<file path="src/rtl/core/serial_frame_receiver_defines.svh">
// assertion macros for the serial frame receiver
// used by the top level only, relies on clk and rst_n in the including scope
`ifndef SERIAL_FRAME_RECEIVER_DEFINES_SVH
`define SERIAL_FRAME_RECEIVER_DEFINES_SVH

// same-cycle implication, disabled during reset
`define SFR_ASSERT_NOW(label, ante, cons, msg) \
    label: assert property (@(posedge clk) disable iff (!rst_n) (ante) |-> (cons)) \
        else $error(msg);

// next-cycle implication, disabled during reset
`define SFR_ASSERT_NEXT(label, ante, cons, msg) \
    label: assert property (@(posedge clk) disable iff (!rst_n) (ante) |=> (cons)) \
        else $error(msg);

`endif

</file>
<file path="src/rtl/core/sfr_pkg.sv">
// shared types and constants for the serial frame receiver
// no dependencies
package sfr_pkg;

    localparam int DEFAULT_MAX_PAYLOAD = 32;

    localparam logic [7:0] START_BYTE   = 8'hAA;
    localparam logic [7:0] TYPE_MOTOR   = 8'h01;
    localparam logic [7:0] TYPE_GRIPPER = 8'h02;
    localparam logic [7:0] TYPE_LED     = 8'h03;

    // result status codes
    localparam logic [2:0] ST_OK       = 3'd0;
    localparam logic [2:0] ST_TOO_LONG = 3'd1;
    localparam logic [2:0] ST_TIMEOUT  = 3'd2;
    localparam logic [2:0] ST_BAD_CSUM = 3'd3;
    localparam logic [2:0] ST_UNKNOWN  = 3'd4;
    localparam logic [2:0] ST_MISMATCH = 3'd5;

    // configuration register indexes
    localparam logic [1:0] REG_MOTOR_LEN   = 2'd0;
    localparam logic [1:0] REG_GRIPPER_LEN = 2'd1;
    localparam logic [1:0] REG_LED_LEN     = 2'd2;
    localparam logic [1:0] REG_TIMEOUT     = 2'd3;

    localparam logic [15:0] TIMEOUT_RESET = 16'd20;

    typedef struct packed {
        logic [5:0]  motor_len;
        logic [5:0]  gripper_len;
        logic [5:0]  led_len;
        logic [15:0] timeout;
    } cfg_t;

    // one finished frame handed from front to back
    typedef struct packed {
        logic [2:0] status;
        logic [7:0] frame_type;
        logic [7:0] length;
        logic       bank;
    } job_t;

    // back tells front that a payload bank is drained
    typedef struct packed {
        logic valid;
        logic bank;
    } release_t;

endpackage

</file>
<file path="src/rtl/core/serial_frame_receiver.sv">
// serial frame receiver: one input transaction per cycle unless full, which rises when
// the two-entry job queue is full or a payload byte targets a bank still draining.
// rejection or empty-frame results go through the job queue, then the output register;
// each payload byte goes from the registered ram read to the output register before the next read.
// async active-low reset clears parser, sequencer and config; the ram is not cleared.
// depends on sfr_pkg, sfr_job_fifo, sfr_payload_ram, sfr_front, sfr_back
`include "serial_frame_receiver_defines.svh"

module serial_frame_receiver
    import sfr_pkg::*;
#(
    parameter int MAX_PAYLOAD = DEFAULT_MAX_PAYLOAD
) (
    input  logic        clk,
    input  logic        rst_n,
    input  logic        cfg_write,
    input  logic [1:0]  cfg_index,
    input  logic [15:0] cfg_data,
    input  logic        push,
    output logic        full,
    input  logic        command,
    input  logic [7:0]  data_byte,
    output logic        empty,
    input  logic        pop,
    output logic [2:0]  status,
    output logic [7:0]  frame_type,
    output logic [4:0]  byte_index,
    output logic [7:0]  payload_byte,
    output logic        byte_valid,
    output logic        last
);

    localparam int IDX_W = (MAX_PAYLOAD > 1) ? $clog2(MAX_PAYLOAD) : 1;
    localparam int CNT_W = $clog2(MAX_PAYLOAD + 1);

    cfg_t           cfg_reg;
    logic           job_push;
    job_t           job;
    logic           job_full;
    logic           job_empty;
    logic           job_pop;
    job_t           head_job;
    release_t       bank_release;
    logic           ram_wr_en;
    logic [IDX_W:0] ram_wr_addr;
    logic [7:0]     ram_wr_data;
    logic           ram_rd_en;
    logic [IDX_W:0] ram_rd_addr;
    logic [7:0]     ram_rd_data;

    // configuration registers
    always_ff @(posedge clk or negedge rst_n)
    begin
        if (!rst_n)
        begin
            cfg_reg.motor_len   <= 6'd0;
            cfg_reg.gripper_len <= 6'd0;
            cfg_reg.led_len     <= 6'd0;
            cfg_reg.timeout     <= TIMEOUT_RESET;
        end
        else if (cfg_write)
        begin
            case (cfg_index)
                REG_MOTOR_LEN:   cfg_reg.motor_len   <= cfg_data[5:0];
                REG_GRIPPER_LEN: cfg_reg.gripper_len <= cfg_data[5:0];
                REG_LED_LEN:     cfg_reg.led_len     <= cfg_data[5:0];
                REG_TIMEOUT:     cfg_reg.timeout     <= cfg_data;
                default:         cfg_reg.timeout     <= cfg_reg.timeout;
            endcase
        end
    end

    sfr_front #(
        .MAX_PAYLOAD (MAX_PAYLOAD),
        .IDX_W       (IDX_W),
        .CNT_W       (CNT_W)
    ) u_front (
        .clk          (clk),
        .rst_n        (rst_n),
        .cfg          (cfg_reg),
        .push         (push),
        .full         (full),
        .command      (command),
        .data_byte    (data_byte),
        .ram_wr_en    (ram_wr_en),
        .ram_wr_addr  (ram_wr_addr),
        .ram_wr_data  (ram_wr_data),
        .job_push     (job_push),
        .job          (job),
        .job_full     (job_full),
        .bank_release (bank_release)
    );

    sfr_job_fifo u_job_fifo (
        .clk        (clk),
        .rst_n      (rst_n),
        .push_en    (job_push),
        .push_job   (job),
        .fifo_full  (job_full),
        .pop_en     (job_pop),
        .fifo_empty (job_empty),
        .head_job   (head_job)
    );

    sfr_payload_ram #(
        .ADDR_W (IDX_W + 1)
    ) u_payload_ram (
        .clk     (clk),
        .wr_en   (ram_wr_en),
        .wr_addr (ram_wr_addr),
        .wr_data (ram_wr_data),
        .rd_en   (ram_rd_en),
        .rd_addr (ram_rd_addr),
        .rd_data (ram_rd_data)
    );

    sfr_back #(
        .IDX_W (IDX_W),
        .CNT_W (CNT_W)
    ) u_back (
        .clk          (clk),
        .rst_n        (rst_n),
        .job_empty    (job_empty),
        .head_job     (head_job),
        .job_pop      (job_pop),
        .ram_rd_en    (ram_rd_en),
        .ram_rd_addr  (ram_rd_addr),
        .ram_rd_data  (ram_rd_data),
        .bank_release (bank_release),
        .empty        (empty),
        .pop          (pop),
        .status       (status),
        .frame_type   (frame_type),
        .byte_index   (byte_index),
        .payload_byte (payload_byte),
        .byte_valid   (byte_valid),
        .last         (last)
    );

    // checks
    `SFR_ASSERT_NOW(a_job_no_overflow, job_push, !job_full, "job pushed into full queue")
    `SFR_ASSERT_NOW(a_single_ends_run, !empty && !byte_valid, last, "dataless result without last")
    `SFR_ASSERT_NOW(a_reject_no_data, !empty && status != ST_OK, !byte_valid, "rejection carries data")
    `SFR_ASSERT_NEXT(a_result_held, !empty && !pop, !empty, "waiting result dropped without pop")

endmodule

</file>
<file path="src/rtl/core/sfr_job_fifo.sv">
// two-entry queue of finished frame jobs between front and back
// depends on sfr_pkg
module sfr_job_fifo
    import sfr_pkg::*;
(
    input  logic clk,
    input  logic rst_n,
    input  logic push_en,
    input  job_t push_job,
    output logic fifo_full,
    input  logic pop_en,
    output logic fifo_empty,
    output job_t head_job
);

    job_t       entry_reg [2];
    logic       wr_ptr_reg;
    logic       rd_ptr_reg;
    logic [1:0] count_reg;

    assign fifo_full  = (count_reg == 2'd2);
    assign fifo_empty = (count_reg == 2'd0);
    assign head_job   = entry_reg[rd_ptr_reg];

    // storage, no reset needed
    always_ff @(posedge clk)
    begin
        if (push_en)
        begin
            entry_reg[wr_ptr_reg] <= push_job;
        end
    end

    // pointers and fill count
    always_ff @(posedge clk or negedge rst_n)
    begin
        if (!rst_n)
        begin
            wr_ptr_reg <= 1'b0;
            rd_ptr_reg <= 1'b0;
            count_reg  <= 2'd0;
        end
        else
        begin
            if (push_en)
            begin
                wr_ptr_reg <= ~wr_ptr_reg;
            end
            if (pop_en)
            begin
                rd_ptr_reg <= ~rd_ptr_reg;
            end
            if (push_en && !pop_en)
            begin
                count_reg <= count_reg + 2'd1;
            end
            else if (pop_en && !push_en)
            begin
                count_reg <= count_reg - 2'd1;
            end
        end
    end

endmodule

</file>
<file path="src/rtl/core/sfr_payload_ram.sv">
// two-bank payload buffer, one write port and one registered read port
// depends on no package
module sfr_payload_ram #(
    parameter int ADDR_W = 6
) (
    input  logic              clk,
    input  logic              wr_en,
    input  logic [ADDR_W-1:0] wr_addr,
    input  logic [7:0]        wr_data,
    input  logic              rd_en,
    input  logic [ADDR_W-1:0] rd_addr,
    output logic [7:0]        rd_data
);

    localparam int DEPTH = 2 ** ADDR_W;

    logic [7:0] mem [DEPTH];

    // write port
    always_ff @(posedge clk)
    begin
        if (wr_en)
        begin
            mem[wr_addr] <= wr_data;
        end
    end

    // registered read port
    always_ff @(posedge clk)
    begin
        if (rd_en)
        begin
            rd_data <= mem[rd_addr];
        end
    end

endmodule

</file>
<file path="src/rtl/core/sfr_front.sv">
// front part: frame parser that hunts, reads header, buffers payload and checks frames
// depends on sfr_pkg, drives the payload ram write port and the job queue
module sfr_front
    import sfr_pkg::*;
#(
    parameter int MAX_PAYLOAD = DEFAULT_MAX_PAYLOAD,
    parameter int IDX_W       = 5,
    parameter int CNT_W       = 6
) (
    input  logic             clk,
    input  logic             rst_n,
    input  cfg_t             cfg,
    input  logic             push,
    output logic             full,
    input  logic             command,
    input  logic [7:0]       data_byte,
    output logic             ram_wr_en,
    output logic [IDX_W:0]   ram_wr_addr,
    output logic [7:0]       ram_wr_data,
    output logic             job_push,
    output job_t             job,
    input  logic             job_full,
    input  release_t         bank_release
);

    typedef enum logic [2:0] {
        PH_HUNT,
        PH_TYPE,
        PH_LEN,
        PH_PAYLOAD,
        PH_CHECK
    } phase_t;

    phase_t           phase_reg, phase_next;
    logic [7:0]       type_reg, type_next;
    logic [CNT_W-1:0] len_reg, len_next;
    logic [CNT_W-1:0] rcvd_reg, rcvd_next;
    logic [7:0]       xor_reg, xor_next;
    logic [15:0]      ticks_reg, ticks_next;
    logic             wbank_reg, wbank_next;
    logic [1:0]       busy_reg, busy_next;

    logic             accept;
    logic [7:0]       csum;
    logic [5:0]       need;
    logic             known;
    logic [2:0]       verdict;

    // stall when the job queue has no room or the target bank still drains
    assign full   = job_full || (phase_reg == PH_PAYLOAD && busy_reg[wbank_reg]);
    assign accept = push && !full;

    assign csum = xor_reg ^ data_byte;

    // required length by frame type
    always_comb
    begin
        need  = 6'd0;
        known = 1'b1;
        case (type_reg)
            TYPE_MOTOR:   need = cfg.motor_len;
            TYPE_GRIPPER: need = cfg.gripper_len;
            TYPE_LED:     need = cfg.led_len;
            default:      known = 1'b0;
        endcase
    end

    // frame verdict once the checksum byte is in
    always_comb
    begin
        if (csum != 8'd0)
        begin
            verdict = ST_BAD_CSUM;
        end
        else if (!known)
        begin
            verdict = ST_UNKNOWN;
        end
        else if (8'(need) != 8'(len_reg))
        begin
            verdict = ST_MISMATCH;
        end
        else
        begin
            verdict = ST_OK;
        end
    end

    assign ram_wr_data = data_byte;
    assign ram_wr_addr = {wbank_reg, rcvd_reg[IDX_W-1:0]};

    // parser next state
    always_comb
    begin
        phase_next = phase_reg;
        type_next  = type_reg;
        len_next   = len_reg;
        rcvd_next  = rcvd_reg;
        xor_next   = xor_reg;
        ticks_next = ticks_reg;
        wbank_next = wbank_reg;
        busy_next  = busy_reg;
        ram_wr_en  = 1'b0;
        job_push   = 1'b0;
        job.status     = ST_OK;
        job.frame_type = type_reg;
        job.length     = 8'(len_reg);
        job.bank       = wbank_reg;

        if (bank_release.valid)
        begin
            busy_next[bank_release.bank] = 1'b0;
        end

        if (accept && command)
        begin
            // timer tick, counts only while payload or checksum is awaited
            if (phase_reg == PH_PAYLOAD || phase_reg == PH_CHECK)
            begin
                ticks_next = (ticks_reg != 16'hFFFF) ? ticks_reg + 16'd1 : ticks_reg;
                if (ticks_next >= cfg.timeout)
                begin
                    job_push   = 1'b1;
                    job.status = ST_TIMEOUT;
                    phase_next = PH_HUNT;
                end
            end
        end
        else if (accept)
        begin
            case (phase_reg)
                PH_TYPE:
                begin
                    type_next  = data_byte;
                    xor_next   = data_byte;
                    phase_next = PH_LEN;
                end
                PH_LEN:
                begin
                    if (data_byte > 8'(MAX_PAYLOAD))
                    begin
                        job_push   = 1'b1;
                        job.status = ST_TOO_LONG;
                        phase_next = PH_HUNT;
                    end
                    else
                    begin
                        len_next   = CNT_W'(data_byte);
                        xor_next   = xor_reg ^ data_byte;
                        rcvd_next  = '0;
                        ticks_next = 16'd0;
                        phase_next = (data_byte == 8'd0) ? PH_CHECK : PH_PAYLOAD;
                    end
                end
                PH_PAYLOAD:
                begin
                    ram_wr_en = (32'(rcvd_reg) < MAX_PAYLOAD);
                    xor_next  = csum;
                    rcvd_next = rcvd_reg + CNT_W'(1);
                    if (rcvd_next >= len_reg)
                    begin
                        phase_next = PH_CHECK;
                    end
                end
                PH_CHECK:
                begin
                    xor_next   = csum;
                    job_push   = 1'b1;
                    job.status = verdict;
                    phase_next = PH_HUNT;
                    // a nonempty accepted frame hands its bank to the back
                    if (verdict == ST_OK && len_reg != '0)
                    begin
                        busy_next[wbank_reg] = 1'b1;
                        wbank_next           = ~wbank_reg;
                    end
                end
                default:
                begin
                    phase_next = (data_byte == START_BYTE) ? PH_TYPE : PH_HUNT;
                end
            endcase
        end
    end

    // parser state
    always_ff @(posedge clk or negedge rst_n)
    begin
        if (!rst_n)
        begin
            phase_reg <= PH_HUNT;
            type_reg  <= 8'd0;
            len_reg   <= '0;
            rcvd_reg  <= '0;
            xor_reg   <= 8'd0;
            ticks_reg <= 16'd0;
            wbank_reg <= 1'b0;
            busy_reg  <= 2'b00;
        end
        else
        begin
            phase_reg <= phase_next;
            type_reg  <= type_next;
            len_reg   <= len_next;
            rcvd_reg  <= rcvd_next;
            xor_reg   <= xor_next;
            ticks_reg <= ticks_next;
            wbank_reg <= wbank_next;
            busy_reg  <= busy_next;
        end
    end

endmodule

</file>
<file path="src/rtl/core/sfr_back.sv">
// back part: turns jobs into result transactions, reading payload from the ram
// depends on sfr_pkg, reads the job queue and the payload ram
module sfr_back
    import sfr_pkg::*;
#(
    parameter int IDX_W = 5,
    parameter int CNT_W = 6
) (
    input  logic           clk,
    input  logic           rst_n,
    input  logic           job_empty,
    input  job_t           head_job,
    output logic           job_pop,
    output logic           ram_rd_en,
    output logic [IDX_W:0] ram_rd_addr,
    input  logic [7:0]     ram_rd_data,
    output release_t       bank_release,
    output logic           empty,
    input  logic           pop,
    output logic [2:0]     status,
    output logic [7:0]     frame_type,
    output logic [4:0]     byte_index,
    output logic [7:0]     payload_byte,
    output logic           byte_valid,
    output logic           last
);

    typedef enum logic [1:0] {
        BK_IDLE,
        BK_RUN,
        BK_DATA
    } back_state_t;

    back_state_t      state_reg;
    logic [CNT_W-1:0] idx_reg;
    logic [CNT_W-1:0] len_reg;
    logic [7:0]       type_reg;
    logic             bank_reg;

    logic             out_valid_reg;
    logic [2:0]       status_reg;
    logic [7:0]       type_out_reg;
    logic [4:0]       index_reg;
    logic [7:0]       byte_reg;
    logic             byte_valid_reg;
    logic             last_reg;

    logic             out_free;
    logic             run_job;
    logic             is_last;
    logic [7:0]       idx_wide;

    assign out_free = !out_valid_reg || pop;
    assign run_job  = (head_job.status == ST_OK) && (head_job.length != 8'd0);
    assign job_pop  = (state_reg == BK_IDLE) && !job_empty && out_free;
    assign is_last  = ({1'b0, idx_reg} + (CNT_W + 1)'(1)) == {1'b0, len_reg};
    assign idx_wide = 8'(idx_reg);

    assign ram_rd_en   = (state_reg == BK_RUN) && out_free;
    assign ram_rd_addr = {bank_reg, idx_reg[IDX_W-1:0]};

    assign bank_release.valid = (state_reg == BK_DATA) && is_last;
    assign bank_release.bank  = bank_reg;

    assign empty        = !out_valid_reg;
    assign status       = status_reg;
    assign frame_type   = type_out_reg;
    assign byte_index   = index_reg;
    assign payload_byte = byte_reg;
    assign byte_valid   = byte_valid_reg;
    assign last         = last_reg;

    // sequencer and output register
    always_ff @(posedge clk or negedge rst_n)
    begin
        if (!rst_n)
        begin
            state_reg      <= BK_IDLE;
            out_valid_reg  <= 1'b0;
            idx_reg        <= '0;
            len_reg        <= '0;
            type_reg       <= 8'd0;
            bank_reg       <= 1'b0;
            status_reg     <= ST_OK;
            type_out_reg   <= 8'd0;
            index_reg      <= 5'd0;
            byte_reg       <= 8'd0;
            byte_valid_reg <= 1'b0;
            last_reg       <= 1'b0;
        end
        else
        begin
            // a pop empties the output register unless a single result reloads it
            if (pop && out_valid_reg && !(job_pop && !run_job))
            begin
                out_valid_reg <= 1'b0;
            end
            case (state_reg)
                BK_IDLE:
                begin
                    if (job_pop)
                    begin
                        if (run_job)
                        begin
                            idx_reg   <= '0;
                            len_reg   <= head_job.length[CNT_W-1:0];
                            type_reg  <= head_job.frame_type;
                            bank_reg  <= head_job.bank;
                            state_reg <= BK_RUN;
                        end
                        else
                        begin
                            // single-transaction result: rejection or empty frame
                            out_valid_reg  <= 1'b1;
                            status_reg     <= head_job.status;
                            type_out_reg   <= head_job.frame_type;
                            index_reg      <= 5'd0;
                            byte_reg       <= 8'd0;
                            byte_valid_reg <= 1'b0;
                            last_reg       <= 1'b1;
                        end
                    end
                end
                BK_RUN:
                begin
                    if (out_free)
                    begin
                        state_reg <= BK_DATA;
                    end
                end
                BK_DATA:
                begin
                    // read data arrives, output register is free by construction
                    out_valid_reg  <= 1'b1;
                    status_reg     <= ST_OK;
                    type_out_reg   <= type_reg;
                    index_reg      <= idx_wide[4:0];
                    byte_reg       <= ram_rd_data;
                    byte_valid_reg <= 1'b1;
                    last_reg       <= is_last;
                    idx_reg        <= idx_reg + CNT_W'(1);
                    state_reg      <= is_last ? BK_IDLE : BK_RUN;
                end
                default:
                begin
                    state_reg <= BK_IDLE;
                end
            endcase
        end
    end

endmodule
</file>
<file path="config.mk">
export PLATFORM = sky130hd
export DESIGN_NAME = serial_frame_receiver
export DESIGN_NICKNAME = d
export VERILOG_FILES = /design/src/rtl/core/sfr_pkg.sv /design/src/rtl/core/serial_frame_receiver.sv /design/src/rtl/core/sfr_job_fifo.sv /design/src/rtl/core/sfr_payload_ram.sv /design/src/rtl/core/sfr_front.sv /design/src/rtl/core/sfr_back.sv
export VERILOG_INCLUDE_DIRS = /design/src /design/src/rtl/core
export SDC_FILE = /design/constraint.sdc
export NUM_CORES = 1
export LEC_CHECK = 0
export BUFFER_PORTS_ARGS = -buffer_cell sky130_fd_sc_hd__buf_4
export CORE_MARGIN = 5
export CORE_UTILIZATION = 55
export CTS_CLUSTER_DIAMETER = 30
export CTS_CLUSTER_SIZE = 24
export DETAILED_ROUTE_END_ITERATION = 8
export MAX_ROUTING_LAYER = met4
export PLACE_DENSITY = 0.74
export SLEW_MARGIN = 20
export SYNTH_ARGS = -nofsm -noshare
export SYNTH_HDL_FRONTEND = slang
export SYNTH_SLANG_ARGS = --single-unit
</file>
<file path="constraint.sdc">
create_clock -name clk -period 7.7 [get_ports clk]
set_clock_uncertainty 0.05 [all_clocks]
set_input_delay 0 -clock clk [delete_from_list [all_inputs] [get_ports clk]]
set_output_delay 0 -clock clk [all_outputs]
set_load 0.02 [all_outputs]
</file>
Word level (Yosys, flattened, before mapping)
Memory sizes are Yosys's and may differ from the RTL's. A register that Yosys moved wholly into a read port is not among the register bits.
Index checks and enable logic that the tools add are counted.

cells by class
  add/subtract/negate cells = 6
  multipliers = 0
  divide/modulo/power cells = 0
  order comparisons = 8
  equality and inequality tests = 26
  shift operators = 0
  multiplexer cells = 86
  bitwise logic cells = 9
  reduce and logical (&&, ||, !) cells = 58

operators with widths
  operator                 count
  $mux W16                 6
  $mux W3                  15
  $mux W8                  5
  $pmux W8 S2              2
  $mux W1                  27
  $pmux W6 S2              2
  $pmux W8 S3              1
  $reduce_and A4 Y1        6
  $mux W2                  11
  $mux W6                  3
  $pmux W6 S3              1
  $add A16 B1 Y16 const B  1
  $eq A8 B2 Y1 const B     2
  $ge A16 B16 Y1           1
  $logic_and A1 B1 Y1      16
  $ne A16 B16 Y1 const B   1
  $reduce_bool A8 Y1       2
  $reduce_and A3 Y1        5
  $add A6 B1 Y6 const B    2
  $pmux W3 S2              2
  $pmux W3 S4              1
  $mux W5                  2
  $pmux W5 S2              1
  $reduce_bool A2 Y1       5
  38 further kinds         73

word-level totals
  flip-flop bits (word level) = 138
  bits in latches = 0
  RAM bits = 548
  ROM bits = 0
  input port bits = 32
  output and inout bits = 28
  word-level logic and storage cells = 222
  memories kept = 2

memories
  name                  depth  width  rd ports  clocked after memory_dff  write ports  RTL line               text
  u_payload_ram.mem     64     8      1         1                         1            sfr_payload_ram.sv:17  logic [7:0] mem [DEPTH];
  u_job_fifo.entry_reg  2      18     1         0                         1            sfr_job_fifo.sv:16     job_t entry_reg [2];

Logic depth before layout (Yosys ltp)
  depth after elaboration = 12
  depth in mapped cells = 18
  mapped depth without buffers = 17

Modules after synthesis
Synthesis repeated with hierarchy kept, for this count alone.

second synthesis, totals
  cell total of the unflattened synthesis = 1762
  area, all modules = 29512.1 sq um

by module, submodules not included
  module                 instances  cells each  area each (sq um)
  sfr_payload_ram        1          940         20236.9
  sfr_front              1          442         3788.6
  sfr_back               1          229         2442.3
  sfr_job_fifo           1          78          1707.9
  serial_frame_receiver  1          73          1336.3

Worst setup path after synthesis
Ideal clock, no wire load.

  kind = flip-flop to flip-flop
  from = register u_front.ticks_reg[0]
  to = memory u_job_fifo.entry_reg[0][0] (netlist bit) (enable)
  setup time = 0.399 ns
  arrival time = 3.743 ns
  path slack = 3.508 ns
  cell stages (with the launch flop) = 15
  buffers on the path = 1
  cell sequence = dfrtp_1 -> ha_1 -> and3_1 -> clkbuf_1 -> and3_1 -> and2_1 -> a21oi_1 -> nand2_1 -> xnor2_1 -> ha_1 -> o21a_1 -> o21ai_0 -> a211o_1 -> a311o_1 -> a21oi_1

between the ends
  cells in the longest elaborated chain, start to end = 8
  elaborated cells on any way between the ends = 9
  classes of those cells = add/sub: 1; order compare: 1; eq/ne: 1; mux: 6

RTL lines
  what                                                      RTL line            text
  start, declared                                           sfr_front.sv:39     logic [15:0] ticks_reg, ticks_next;
  start signal, assigned                                    sfr_front.sv:207    ticks_reg <= ticks_next;
  $add A16 B1 Y16 / $ne A16 B16 Y1 (equally long branches)  sfr_front.sv:120    ticks_next = (ticks_reg != 16'hFFFF) ? ticks_reg + 16'd1 : ticks_reg;
  $mux W16 (*)                                              sfr_front.sv:120
  $ge A16 B16 Y1 (*)                                        sfr_front.sv:121    if (ticks_next >= cfg.timeout)
  $mux W1 (*)                                               sfr_front.sv:121
  $mux W1 (*)                                               sfr_front.sv:118    if (phase_reg == PH_PAYLOAD || phase_reg == PH_CHECK)
  $mux W1 (*)                                               sfr_front.sv:115    if (accept && command)
  $mux W1 (*)                                               sfr_job_fifo.sv:28  if (push_en)
  $mux W1 (implied by the code) (*)                         sfr_job_fifo.sv:30  entry_reg[wr_ptr_reg] <= push_job;
  end, declared                                             sfr_job_fifo.sv:16

Mark *: on every way between the ends. The rest lies on a longest branch, timed or not.

Worst setup path after layout
  from = register u_front.wbank_reg
  to = memory u_payload_ram.mem[35][2] (enable)

between the ends
  cells in the longest elaborated chain, start to end = 10
  elaborated cells on any way between the ends = 11
  classes of those cells = mux: 6; reduce/logical: 5

RTL lines
  what                                                   RTL line                            text
  start, declared                                        sfr_front.sv:40                     logic wbank_reg, wbank_next;
  start signal, assigned                                 sfr_front.sv:208                    wbank_reg <= wbank_next;
  $mux W1 (implied by the code) (2 in series)            sfr_front.sv:50                     assign full = job_full || (phase_reg == PH_PAYLOAD && busy_reg[wbank_reg]);
  $logic_and A1 B1 Y1                                    sfr_front.sv:50
  $logic_or A1 B1 Y1                                     sfr_front.sv:50
  $logic_not A1 Y1                                       sfr_front.sv:51                     assign accept = push && !full;
  $logic_and A1 B1 Y1                                    sfr_front.sv:51
  $mux W1 / $logic_and A1 B1 Y1 (equally long branches)  sfr_front.sv:129, sfr_front.sv:115
  $mux W1                                                sfr_front.sv:115
  $mux W1                                                sfr_payload_ram.sv:22               if (wr_en)
  $mux W1 (implied by the code)                          sfr_payload_ram.sv:24               mem[wr_addr] <= wr_data;
  end, declared                                          sfr_payload_ram.sv:17

Parallel ways exist; a longest one is shown, timed or not. The select of a mux whose other input is x is not followed.

==> impl_metrics.py <==
metrics = {
    "routing": {
        "totalWireLength_mm": 66.8,
        "dr_total_vias": 16000,
        "wl_met2_mm": 33.5,
        "vias_per_cell": 6.16,
        "drcViolationCount": 0,
        "wl_met3_mm": 5.38,
        "drt-initial-drc-count": 1618,
        "drtAntennaViolNets": 0,
        "drt-met1-wl_mm": 26.2,
        "route.top_layer_used": "met4",
        "wl_per_cell_um": 25.7,
        "drt-pass1-iter-count": 5,
    },
    "placed_design": {
        "preCtsSetupSlack_ns": 3.39,
        "dp_hpwl_mm": 37.8,
        "placed_cell_area_sq_um": 29900,
        "port_buffers": 59,
        "place_inst": 2332,
        "place.gp.congestion": 0.840,
    },
    "cells_and_area": {
        "fin_cells": 2593,
        "drive_gt1_share_pct": 27.8,
        "syn_to_final_growth_pct": 19.4,
        "largest_reg_flops": 512,
        "fin_area_sq_um": 34400,
        "fin_nets": 1858,
    },
    "die": {
        "core_area_sq_um": 52200,
        "initial_utilization_pct": 55.2,
        "ioPinCount": 60,
        "dieArea_sq_um": 57100,
        "fp.dieH_um": 239,
        "die_w_um": 239,
        "rows": 84,
    },
    "power": {
        "p_leak_nw": 12.0,
        "ir_worst_vdd_mv": 0.201,
        "power.density_nw_per_um2": 368,
    },
    "cts": {
        "insertion_delay_ns": 0.67,
        "htree_levels": 3,
        "cts_made_buffers": 117,
        "cts_sinks": 694,
        "cts_tree": "done",
        "cts_buffer_depth": 3,
        "clkTransAtPathRegs_ns": 0.05,
        "root_buffer": "clkbuf_16",
        "cts_resized": 0,
    },
    "logic_synthesis": {
        "synth-edff-count": 556,
        "synthCells": 1655,
        "syn-cell-area_sq_um": 28800,
        "yosysSeqAreaShare_pct": 69.9,
        "ys_ff_latch": 694,
        "synth-warning-count": 0,
        "synth_cell_type_count": 76,
        "syn_avg_cell_area_sq_um": 17.4,
        "synth_ff_type": "edfxtp_1",
        "synth_fp_nets": 1713,
        "async_reset_ff_share_pct": 19.9,
    },
    "worst_setup_path": {
        "critPathMaxFanout": 10,
        "cp.required_ns": 7.94,
        "path_class": "flip-flop to flip-flop",
        "cp-start-kind": "flip-flop",
        "arrival_ns": 4.82,
        "crit_path_end_kind": "flip-flop",
    },
    "sta": {
        "finalSetupTns_ns": 0,
        "period_share_pct": 59.5,
        "hold_viol": 0,
        "final_max_slew_viol_count": 0,
        "rsz0062_at_grt": "no",
        "slew_headroom_pct": 27.7,
        "fmax_mhz": 218,
        "finalCriticalPeriod_ns": 4.58,
        "hold_slack_ns": 0.0428,
        "setup_viol": 0,
        "worst_slack_ns": 3.12,
        "worst_pin_slew_ns": 1.08,
    },
    "global_route": {
        "overflow": 0,
        "grt_pass1_vias": 16400,
        "grt_max_degree": 76,
        "antenna_found_initial": 1,
        "grt_pass1_wl_mm": 102,
        "track_usage_pct": 24.4,
    },
    "outcome": {
        "status": "completed",
    },
    "flow_run": {
        "max_cap_viol_count": 0,
    },
    "min_path": {
        "hold_path.class": "input pin to flip-flop",
    },
}
==> placed cells by master (no fill, tap or decap), types with 8 or more instances in the layout <==
master and count:
xnor2_1 20, nor3_1 8, a21oi_1 26, and3_1 11
nor2_1 112, or3_1 9, ha_1 26, inv_6 14
edfxtp_1 556, o221ai_1 8, clkinvlp_4 11, clkbuf_16 118
mux4_2 160, nor2b_1 10, a22oi_1 18, a31oi_1 12
mux2_2 64, xor2_1 14, o211ai_1 9, clkbuf_1 8
dfrtp_1 134, mux2i_1 23, nand3b_1 8, clkinv_4 18
o21ai_0 40, bufinv_16 15, o21ai_1 10, nand2b_1 24
buf_4 71, a21o_1 13, inv_1 30, nand3_1 26
nand2_1 89, dlygate4sd3_1 36, clkinv_2 19, nand4_1 13
==> worst max-delay path, stage by stage (launching register included) <==
cell and delay, ns:
dfrtp_1 0.52, mux2_2 0.45, a2111oi_2 0.47, dlygate4sd3_1 0.63, nand2_1 0.13, nor2_1 0.26, nand4b_1 0.75, nor2_1 0.95
==> synthesized netlist by cell type (4+ instances only) <==
cell type / number / area, sq um
a311oi_1: 4 / 35.0
nor3b_1: 4 / 30.0
o211ai_1: 9 / 67.6
nor2b_1: 11 / 68.8
inv_1: 30 / 113
nor3_1: 8 / 40.0
nand3b_1: 8 / 60.1
mux2_2: 64 / 721
a21o_1: 13 / 97.6
o2bb2ai_1: 4 / 35.0
a211o_1: 4 / 35.0
clkbuf_1: 51 / 191
dfrtp_1: 136 / 3400
and3_1: 11 / 68.8
o221ai_1: 8 / 70.1
or4_1: 4 / 30.0
o21ai_1: 10 / 50.1
nand2_1: 89 / 334
mux4_2: 160 / 3600
xnor2_1: 20 / 175
a31oi_1: 12 / 75.1
ha_1: 26 / 325
or3_1: 9 / 56.3
nand4_1: 13 / 81.3
o21ai_0: 40 / 200
o21a_1: 6 / 45.0
a211oi_1: 5 / 37.5
o22ai_1: 6 / 37.5
nand2b_1: 24 / 150
a21boi_0: 5 / 37.5
nor4_1: 4 / 25.0
mux2i_1: 23 / 230
a22o_1: 6 / 52.6
nor2_1: 112 / 420
and2_1: 5 / 31.3
xor2_1: 14 / 123
buf_2: 14 / 70.1
edfxtp_1: 556 / 16700
nand3_1: 26 / 130
a21oi_1: 27 / 135
buf_1: 16 / 60.1
a22oi_1: 18 / 135
==> layout make-up <==
type	instances	area, sq um
Clock inverter	91	1060
Timing Repair Buffer	109	932
Inverter	31	116
Multi-Input combinational cell	847	8240
Clock buffer	132	3070
Sequential cell	694	20200
Tap cell	688	861
Antenna cell	1	2.50
Fill cell	3253	17800
==> layer usage <==
metal,GRT usage [%],vias up
li1,-,6910
met1,32.3,8235
met2,38.7,733
met3,5.13,105
met4,7.75,0
met5,-,-
==> stage by stage <==
step / util [%] / total power [mW]
6_report: 65.9 / 12.7
5_1_grt: 65.9 / 13.2
4_1_cts: 65.9 / 12.7
3_5_place_dp: 57.3 / 7.35
3_3_place_gp: 57.3 / 7.28
2_1_floorplan: - / 6.55
==> path summary, 6_finish.rpt <==
kind,startpoint,endpoint,slack (ns),cells past startpoint
max in group asynchronous,rst_n,cfg_reg[32],6.25,4
min in group asynchronous,rst_n,u_back.byte_index[0],0.45,4
worst max register to register,u_front.wbank_reg,u_payload_ram.mem[35][2],3.12,7
worst max-delay path,u_front.wbank_reg,u_payload_ram.mem[35][2],3.12,7
worst min register to register,u_payload_ram.rd_data[0],u_back.payload_byte[0],0.42,2
worst min-delay path,data_byte[2],u_front.phase_reg[2],0.04,6
==> power by group <==
| group | internal [mW] | total, mW | switching (mW) |
|---|---|---|---|
| registers | 4.37 | 4.72 | 0.352 |
| logic | 1.28 | 2.61 | 1.32 |
| clock network | 3.42 | 5.33 | 1.91 |
==> logic make-up (layout without fill, tap and decap cells) <==
| kind of cell | count (synthesis) | count (layout) | share of synthesized area [%] |
|---|---|---|---|
| adders and majority gates | 26 | 26 | 1.13 |
| muxes | 249 | 249 | 15.9 |
| AOI/OAI and AO/OA | 199 | 199 | 4.79 |
| buffers and inverters | 114 | 363 | 1.60 |
| xor gates and xnor gates | 34 | 34 | 1.03 |
| DFF | 694 | 694 | 69.9 |
| other | 0 | 1 | 0 |
| and+or+nand+nor | 339 | 339 | 5.70 |
==> timing repair <==
item                                   in CTS  in global routing
hold buffers                               37                  0
endpoints found under the hold margin     515                  0
buffers inserted                            0                  0
(Power assumes the default switching activity.)
